$ cat src/rtl/srlt_pkg.sv
// Package with shared types and codes for the shared/exclusive range lock table.
package srlt_pkg;

  typedef enum logic [1:0] {
    CMD_LOCK_SHARED   = 2'd0,
    CMD_LOCK_EXCL     = 2'd1,
    CMD_UNLOCK_SHARED = 2'd2,
    CMD_UNLOCK_EXCL   = 2'd3
  } cmd_t;

  typedef logic [1:0] status_t;

  localparam status_t ST_OK    = 2'd0;
  localparam status_t ST_BUSY  = 2'd1;
  localparam status_t ST_RANGE = 2'd2;

  localparam int FIRST_BITS = 3;
  localparam int COUNT_FIELD_BITS = 4;
  localparam int RANGE_BITS = 6;

  typedef struct packed {
    cmd_t                        cmd;
    logic [FIRST_BITS-1:0]       first_slot;
    logic [COUNT_FIELD_BITS-1:0] slot_count;
  } req_t;

endpackage

$ cat src/rtl/shared_exclusive_range_lock_table.sv
// Top level of the shared/exclusive range lock table: request and result registers.
// Each request names a command and a slot range and yields one status (ok, busy, or
// out of bounds). A request is captured in the input register, checked and applied to
// all slots at once while the result register is free, and its status lands in the
// result register; one request is taken every cycle as long as the result side keeps
// up. The single pass over the slot array sets the rate; state updates land before the
// following request is checked.
module shared_exclusive_range_lock_table
  import srlt_pkg::*;
#(
  parameter int NUM_SLOTS  = 8,
  parameter int COUNT_BITS = 8
) (
  input  logic                        clk,
  input  logic                        rst,
  input  logic                        in_valid,
  output logic                        in_stall,
  input  logic [1:0]                  cmd,
  input  logic [FIRST_BITS-1:0]       first_slot,
  input  logic [COUNT_FIELD_BITS-1:0] slot_count,
  output logic                        out_valid,
  input  logic                        out_stall,
  output logic [1:0]                  status
);

  logic    req_valid;
  req_t    req;
  logic    out_free;
  logic    fire;
  status_t status_next;

  assign out_free = !out_valid || !out_stall;
  assign fire     = req_valid && out_free;
  assign in_stall = req_valid && !out_free;

  always_ff @(posedge clk) begin
    if (rst) begin
      req_valid <= 1'b0;
    end else if (!in_stall) begin
      req_valid <= in_valid;
    end
  end

  always_ff @(posedge clk) begin
    if (in_valid && !in_stall) begin
      req.cmd        <= cmd_t'(cmd);
      req.first_slot <= first_slot;
      req.slot_count <= slot_count;
    end
  end

  srlt_slot_array #(
    .NUM_SLOTS  (NUM_SLOTS),
    .COUNT_BITS (COUNT_BITS)
  ) u_slots (
    .clk    (clk),
    .rst    (rst),
    .fire   (fire),
    .req    (req),
    .status (status_next)
  );

  always_ff @(posedge clk) begin
    if (rst) begin
      out_valid <= 1'b0;
    end else if (out_free) begin
      out_valid <= req_valid;
    end
  end

  always_ff @(posedge clk) begin
    if (fire) begin
      status <= status_next;
    end
  end

  a_fire_gives_result: assert property (@(posedge clk) disable iff (rst)
    fire |=> out_valid)
    else $error("processed transaction produced no result");

  a_stall_only_when_full: assert property (@(posedge clk) disable iff (rst)
    in_stall |-> req_valid && out_valid)
    else $error("input stalled with a free pipeline");

  a_status_code: assert property (@(posedge clk) disable iff (rst)
    out_valid |-> status == ST_OK || status == ST_BUSY || status == ST_RANGE)
    else $error("result holds an undefined status");

endmodule

$ cat src/rtl/srlt_slot_array.sv
// Lock slot state with parallel range check and per-slot update.
module srlt_slot_array
  import srlt_pkg::*;
#(
  parameter int NUM_SLOTS  = 8,
  parameter int COUNT_BITS = 8
) (
  input  logic    clk,
  input  logic    rst,
  input  logic    fire,
  input  req_t    req,
  output status_t status
);

  localparam logic [RANGE_BITS-1:0] SlotLimit = RANGE_BITS'(NUM_SLOTS);

  logic [COUNT_BITS-1:0] counts [NUM_SLOTS];
  logic [NUM_SLOTS-1:0]  marks;
  logic [NUM_SLOTS-1:0]  mask;
  logic [NUM_SLOTS-1:0]  nonzero;
  logic [RANGE_BITS-1:0] first_ext;
  logic [RANGE_BITS-1:0] last;
  logic                  range_bad;
  logic                  conflict;
  logic                  commit;

  assign first_ext = RANGE_BITS'(req.first_slot);
  assign last      = first_ext + RANGE_BITS'(req.slot_count);
  assign range_bad = last > SlotLimit;

  genvar i;
  generate
    for (i = 0; i < NUM_SLOTS; i++) begin : g_slot
      localparam logic [RANGE_BITS-1:0] Idx = RANGE_BITS'(i);

      assign mask[i]    = !range_bad && (Idx >= first_ext) && (Idx < last);
      assign nonzero[i] = counts[i] != '0;

      always_ff @(posedge clk) begin
        if (rst) begin
          counts[i] <= '0;
          marks[i]  <= 1'b0;
        end else if (commit && mask[i]) begin
          case (req.cmd)
            CMD_LOCK_SHARED: begin
              if (counts[i] != '1) counts[i] <= counts[i] + 1'b1;
            end
            CMD_LOCK_EXCL: begin
              marks[i] <= 1'b1;
            end
            CMD_UNLOCK_SHARED: begin
              if (nonzero[i]) counts[i] <= counts[i] - 1'b1;
            end
            CMD_UNLOCK_EXCL: begin
              marks[i] <= 1'b0;
            end
            default: begin
              marks[i] <= marks[i];
            end
          endcase
        end
      end
    end
  endgenerate

  always_comb begin
    case (req.cmd)
      CMD_LOCK_SHARED: conflict = |(mask & marks);
      CMD_LOCK_EXCL:   conflict = |(mask & (marks | nonzero));
      default:         conflict = 1'b0;
    endcase
  end

  assign commit = fire && !range_bad && !conflict;

  always_comb begin
    if (range_bad) begin
      status = ST_RANGE;
    end else if (conflict) begin
      status = ST_BUSY;
    end else begin
      status = ST_OK;
    end
  end

  a_excl_grant_marks: assert property (@(posedge clk) disable iff (rst)
    fire && req.cmd == CMD_LOCK_EXCL && status == ST_OK
    |=> (marks & $past(mask)) == $past(mask))
    else $error("exclusive grant left a slot unmarked");

  a_excl_release_clears: assert property (@(posedge clk) disable iff (rst)
    fire && req.cmd == CMD_UNLOCK_EXCL |=> (marks & $past(mask)) == '0)
    else $error("exclusive unlock left a slot marked");

  a_reject_holds_marks: assert property (@(posedge clk) disable iff (rst)
    fire && status != ST_OK |=> $stable(marks))
    else $error("rejected transaction changed exclusive marks");

  a_range_empty_mask: assert property (@(posedge clk) disable iff (rst)
    range_bad |-> mask == '0)
    else $error("out of bounds range selected slots");

endmodule

$ cat config.mk
export PLATFORM = sky130hd
export DESIGN_NAME = shared_exclusive_range_lock_table
export DESIGN_NICKNAME = d
export VERILOG_FILES = /design/src/rtl/srlt_pkg.sv /design/src/rtl/shared_exclusive_range_lock_table.sv /design/src/rtl/srlt_slot_array.sv
export SDC_FILE = /design/constraint.sdc
export NUM_CORES = 1
export LEC_CHECK = 0
export BUFFER_PORTS_ARGS = -buffer_cell sky130_fd_sc_hd__buf_2
export CAP_MARGIN = 20
export CORE_MARGIN = 3
export CORE_UTILIZATION = 45
export DETAILED_ROUTE_END_ITERATION = 10
export GPL_TIMING_DRIVEN = 0
export SLEW_MARGIN = 20
export SYNTH_ARGS = -nofsm -noshare
export SYNTH_HDL_FRONTEND = slang
export SYNTH_SLANG_ARGS = --single-unit
$ cat constraint.sdc
create_clock -name clk -period 6.3 [get_ports clk]
set_input_delay 1.575 -clock clk [delete_from_list [all_inputs] [get_ports clk]]
set_output_delay 1.575 -clock clk [all_outputs]
set_load 0.05 [all_outputs]
After elaboration in Yosys (flattened, before gate mapping)
Memories as Yosys holds them, arrays and structs flattened.
Index checks and enable logic that the tools add are counted.
{ "op_classes": {"add_sub_neg": 17, "order_cmp": 17, "eq_ne": 11, "muxes": 101, "bitwise": 19, "n_reduce_logical": 56} }
{ "op_table": {"columns": ["operator", "n"], "rows": [
  ["$mux 8", 16],
  ["$mux 1", 83],
  ["$add 8x1->8 const B", 8],
  ["$ne 8x8->1 const B", 8],
  ["$reduce_bool 8->1", 8],
  ["$sub 8x1->8 const B", 8],
  ["$logic_and 1x1->1", 29],
  ["$lt 3x6->1 const A", 4],
  ["$and 8x8->8", 2],
  ["$or 1x1->1", 16],
  ["$reduce_and 2->1", 8],
  ["$reduce_or 8->1", 2],
  ["$ge 3x3->1 const A", 4],
  ["$lt 1x6->1 const A", 2],
  ["$lt 2x6->1 const A", 2],
  ["$or 8x8->8", 1],
  ["$ge 1x3->1 const A", 2],
  ["$ge 2x3->1 const A", 2],
  ["$gt 6x4->1 const B", 1],
  ["$logic_not 1->1", 6],
  ["$add 3x4->5", 1],
  ["$eq 2x2->1 const B", 2],
  ["$pmux 1 s2", 2],
  ["$eq 2x1->1 const B", 1],
  ["other kinds (3)", 3]
]} }
{ "word_totals": {"reg_bits": 21, "ram_bits": 64, "output_inout_bits": 4, "wordCells": 236, "n_memories": 1} }
{ "mem_list": {"columns": ["name", "words", "word_bits", "read_ports", "rd_clocked_by_memory_dff", "write_ports", "line_no", "rtl"], "rows": [
  ["u_slots.counts", 8, 8, 8, 0, 8, "srlt_slot_array.sv:17", "logic [COUNT_BITS-1:0] counts [NUM_SLOTS];"]
]} }

Logic depth before layout (Yosys ltp)
{ "logic_depth": {"depth_word": 16, "ltp_mapped": 23, "depth_no_buf": 21} }

Cells and area by module
From an unflattened synthesis, not the netlist that was laid out.
{ "unflattened": {"hier_cells": 695, "area_unflattened_um2": 6472.5} }
{ "modules_own_cells": {"columns": ["module", "n_inst", "cells_each", "area_per_inst_um2"], "rows": [
  ["srlt_slot_array", 1, 674, 6055.8],
  ["shared_exclusive_range_lock_table", 1, 21, 416.6]
]} }

Worst setup path before layout
OpenSTA, ideal clock, no wires.
{ "synth_timing": {"path_type": "reg-to-reg", "start": "register req[4] (netlist name)", "end": "memory u_slots.counts[4][7] (netlist: u_slots.counts[1][7]) (data pin)", "arrival_ns": 4.874, "slack_ns": 1.167, "stages_incl_launch_ff": 24, "synth_period_minus_slack_ns": 5.133, "path_cell_list": "edfxtp_1 ha_1 inv_1 fa_1 nor2b_1 and2_1 or3_1 buf_2 a21boi_1 nor4_4 nand2_1 a211oi_2 buf_2 nand2_1 inv_1 ha_1 a21o_1 a21o_1 a21o_1 a21oi_1 o21ai_0 xor2_1 mux2i_1 nor3_1"} }
{ "synth_rtl": {"columns": ["element", "line_no"], "rows": [
  ["end, declared", "srlt_slot_array.sv:17"]
]} }

==> flow_summary.yaml <==
outcome:
  outcome: "complete, no violations"
floorplan:
  num_io_pins: 17
  placementRows: 42
  die_area_mm2: 0.0152
  dieHeight_um: 123
  die_w_um: 123
  start_util_pct: 46.5
  core_mm2: 0.0133
min_path:
  hold_path_depth: 2
  hold_end: "u_slots.marks[7]"
  worst_hold_path_type: "reg -> reg"
  hp-start: "u_slots.marks[7]"
critical_path:
  cp_max_fo: 10
  end_kind: "flip-flop"
  worstSetupPathType: "reg -> reg"
  worst_setup_path_start_kind: "flip-flop"
  r2r_end: "u_slots.counts[1][7]"
  worstPathCellList: "ha_1 -> inv_1 -> fa_1 -> xor2_1 -> and2_1 -> or3b_1 -> buf_2 -> a211oi_1 -> o21ai_0 -> a31oi_4 -> a211oi_4 -> clkbuf_4 -> nand2_1 -> inv_1 -> ha_1 -> a21o_1 -> a21o_1 -> a21o_1 -> a21oi_1 -> o21ai_0 -> xor2_1 -> mux2i_1 -> nor3_1"
  rr_worst_depth: 23
  crit_arrival_ns: 5.91
  crit_required_ns: 6.39
  crit_buf_inv: 4
  cpMostUsedCell: "a21o_1"
  slowest_delay_ns: 0.46
  reg2reg_slack_ns: 0.48
  r2r_start: "req[4]"
  slowest_stage: "edfxtp_1"
  crit_family: "compound AO/OA/AOI/OAI gates"
run:
  drv_cap: 0
global_route:
  antenna_found_initial: 0
  grt_max_degree: 14
  grt_usage_pct: 20.0
  grt_pass1_wl_um: 24300
  grt_overflow_total: 0
  grt_pass1_vias: 4952
timing:
  relSlewSlack_pct: 34.4
  setup_viol: 0
  period_minus_slack_ns: 5.82
  clock_skew_ns: 0.00534
  hold_violations: 0
  min_period_over_period_pct: 92.4
  rsz0062_at_grt: "false"
  tns_ns: 0
  tightest_slew_ns: 0.968
  max_freq_mhz: 172
  slew_violations: 0
power_and_ir_drop:
  switching_share_pct: 27.2
  leakage_nw: 2.43
  intPower_w: 0.00100
  p_clk_share_pct: 36.7
  combPwrFrac_pct: 14.4
  p_sw_w: 0.000374
  powerDensity_mw_per_mm2: 201
  ir_drop_uv: 134
  p_seq_share_pct: 48.9
final_layout:
  area_growth_pct: 10.0
  drive_gt1_share_pct: 8.05
  final_area_mm2: 0.00683
  final_cell_mix: "75 x edfxtp_1, 72 x nor2_1, 52 x nand2_1, 44 x nand3_1, 42 x inv_1"
  n_antenna_cell: 0
  nets: 766
  layout_commonest_cell: "edfxtp_1"
detailed_routing:
  drc: 0
  post_drt_via_cell_ratio: 6.10
  via_count: 5545
  finalWirelength_um: 15000
  wl_per_cell_um: 16.5
  drt-initial-drc-count: 430
  firstDrtPassIters: 5
  ant_nets: 0
clock_network:
  root_buffer: "clkbuf_16"
  ctsHoldBuffers: 0
  cts_tree: "done"
  path_clk_slew_ns: 0.06
  cts_made_buffers: 9
  cts.sinks: 85
  ctsHtreeMaxLevel: 3
  clk_path_buf_depth: 2
  clock_latency_ns: 0.34
synth:
  seq_area_frac_synth_pct: 39.5
  synth-edff-count: 75
  synth_flop_cell: "edfxtp_1"
  synthesis.area_mm2: 0.00621
  ys_ff_latch: 85
  yosysWarnings: 0
  syn_avg_cell_area_um2: 8.91
  async_flop_share_pct: 0
  synthesis.nets: 735
  netlist_instances: 697
  synth_cell_types: 78
placed_design:
  hpwlAfterDp_um: 10900
  place_area_mm2: 0.00652
  gp_congestion: 0.950
  numPortBuffers: 16
[power by group through the flow]
stage | clock, W | sequential, W | combinational [W]
floorplan | 0 | 0.000679 | 0.000141
global placement | 0 | 0.000682 | 0.000186
detailed placement | 0 | 0.000683 | 0.000190
CTS | 0.000515 | 0.000671 | 0.000192
global route | 0.000536 | 0.000676 | 0.000219
finish | 0.000504 | 0.000672 | 0.000197
[repair_timing]
action                                  in CTS  in global routing
endpoints found under the setup margin       0                  1
setup buffers                                0                  2
resized for setup                            0                  4
[worst reg2reg max path: cells and delay by family (launching register included)]
| kind | cells | cell delay (ns) |
|---|---|---|
| mux | 1 | 0.21 |
| compound gates | 9 | 1.88 |
| fa+ha+maj | 3 | 0.99 |
| xor+xnor | 2 | 0.56 |
| flops | 1 | 0.46 |
| buf+inv | 4 | 0.61 |
| simple gates | 4 | 0.85 |
[per-layer routing]
metal	track usage, %	wire [um]
met1	27.9	7260
met3	2.97	751
met4	8.37	261
met5	0	0
met2	31.1	6750
[sequential cells by signal, indices dropped and copies added (netlist names)]
signal / cells
req: 9
u_slots.marks: 8
status: 2
out_valid: 1
u_slots.counts: 64
req_valid: 1
[through the flow]
stage / cells / worst slack (ns) / hold WS (ns) / total power, W / utilization (%)
3_5_place_dp: 891 / 0.296 / 0.472 / 0.000874 / 48.8
2_1_floorplan: 697 / 1.17 / 0.444 / 0.000820 / -
3_3_place_gp: 889 / 0.333 / 0.454 / 0.000869 / 48.8
5_1_grt: 909 / 0.104 / 0.512 / 0.00143 / 51.2
6_report: 909 / 0.476 / 0.479 / 0.00137 / 51.2
4_1_cts: 907 / 0.283 / 0.481 / 0.00138 / 50.9
[logic make-up (layout without fill, tap and decap cells)]
logic type | count (synthesis) | in the layout | synth area share [%]
AND/OR/NAND/NOR | 289 | 289 | 24.2
AO/OA/AOI/OAI | 191 | 191 | 21.3
flip-flops | 85 | 85 | 39.5
buffers and inverters | 73 | 109 | 4.59
XOR/XNOR | 31 | 31 | 4.59
adder cells (fa/ha/maj) | 25 | 25 | 5.28
multiplexers | 3 | 3 | 0.484
[synth_stat cells (all sizes together) (7+ instances only)]
master / instances / area share [%]
a31oi: 12 / 1.3
a21oi: 44 / 3.9
xor2: 14 / 2.0
xnor2: 16 / 2.3
buf: 12 / 0.91
o22ai: 14 / 1.4
nand4: 12 / 1.2
or3: 15 / 1.6
nand3: 46 / 4.0
or4: 9 / 1.1
dfxtp: 10 / 3.2
edfxtp: 75 / 36
nor2b: 8 / 0.81
inv: 42 / 2.5
a221oi: 10 / 1.4
a211oi: 14 / 1.9
nor2: 72 / 4.4
nor4: 8 / 1.0
a21o: 7 / 0.85
nor3: 23 / 1.9
nand2: 52 / 3.1
and3: 15 / 1.5
clkbuf: 19 / 1.1
o21ai: 33 / 2.7
a22oi: 7 / 0.85
ha: 23 / 4.6
[layout make-up]
cell class | count | area, um^2
buffer | 31 | 130
clock buffer | 14 | 264
clock inverter | 2 | 10.0
fill | 1280 | 6520
inverter | 42 | 158
multi-input combinational | 539 | 3490
sequential | 85 | 2450
tap | 176 | 220
timing repair buffer | 20 | 105
[how the worst max path moves through the flow]
stage / startpoint / endpoint / slack [ns] / depth (start not counted)
global placement: req[4] / u_slots.counts[1][7] / 0.33 / 23
detailed placement: req[4] / u_slots.counts[1][7] / 0.30 / 23
CTS: req[4] / u_slots.counts[1][7] / 0.28 / 23
floorplan: req[4] / u_slots.counts[1][7] / 1.17 / 23
global route: req[4] / u_slots.counts[1][7] / 0.10 / 23
finish: req[4] / u_slots.counts[1][7] / 0.48 / 23
No activity file was read; power rests on OpenSTA's default activity.
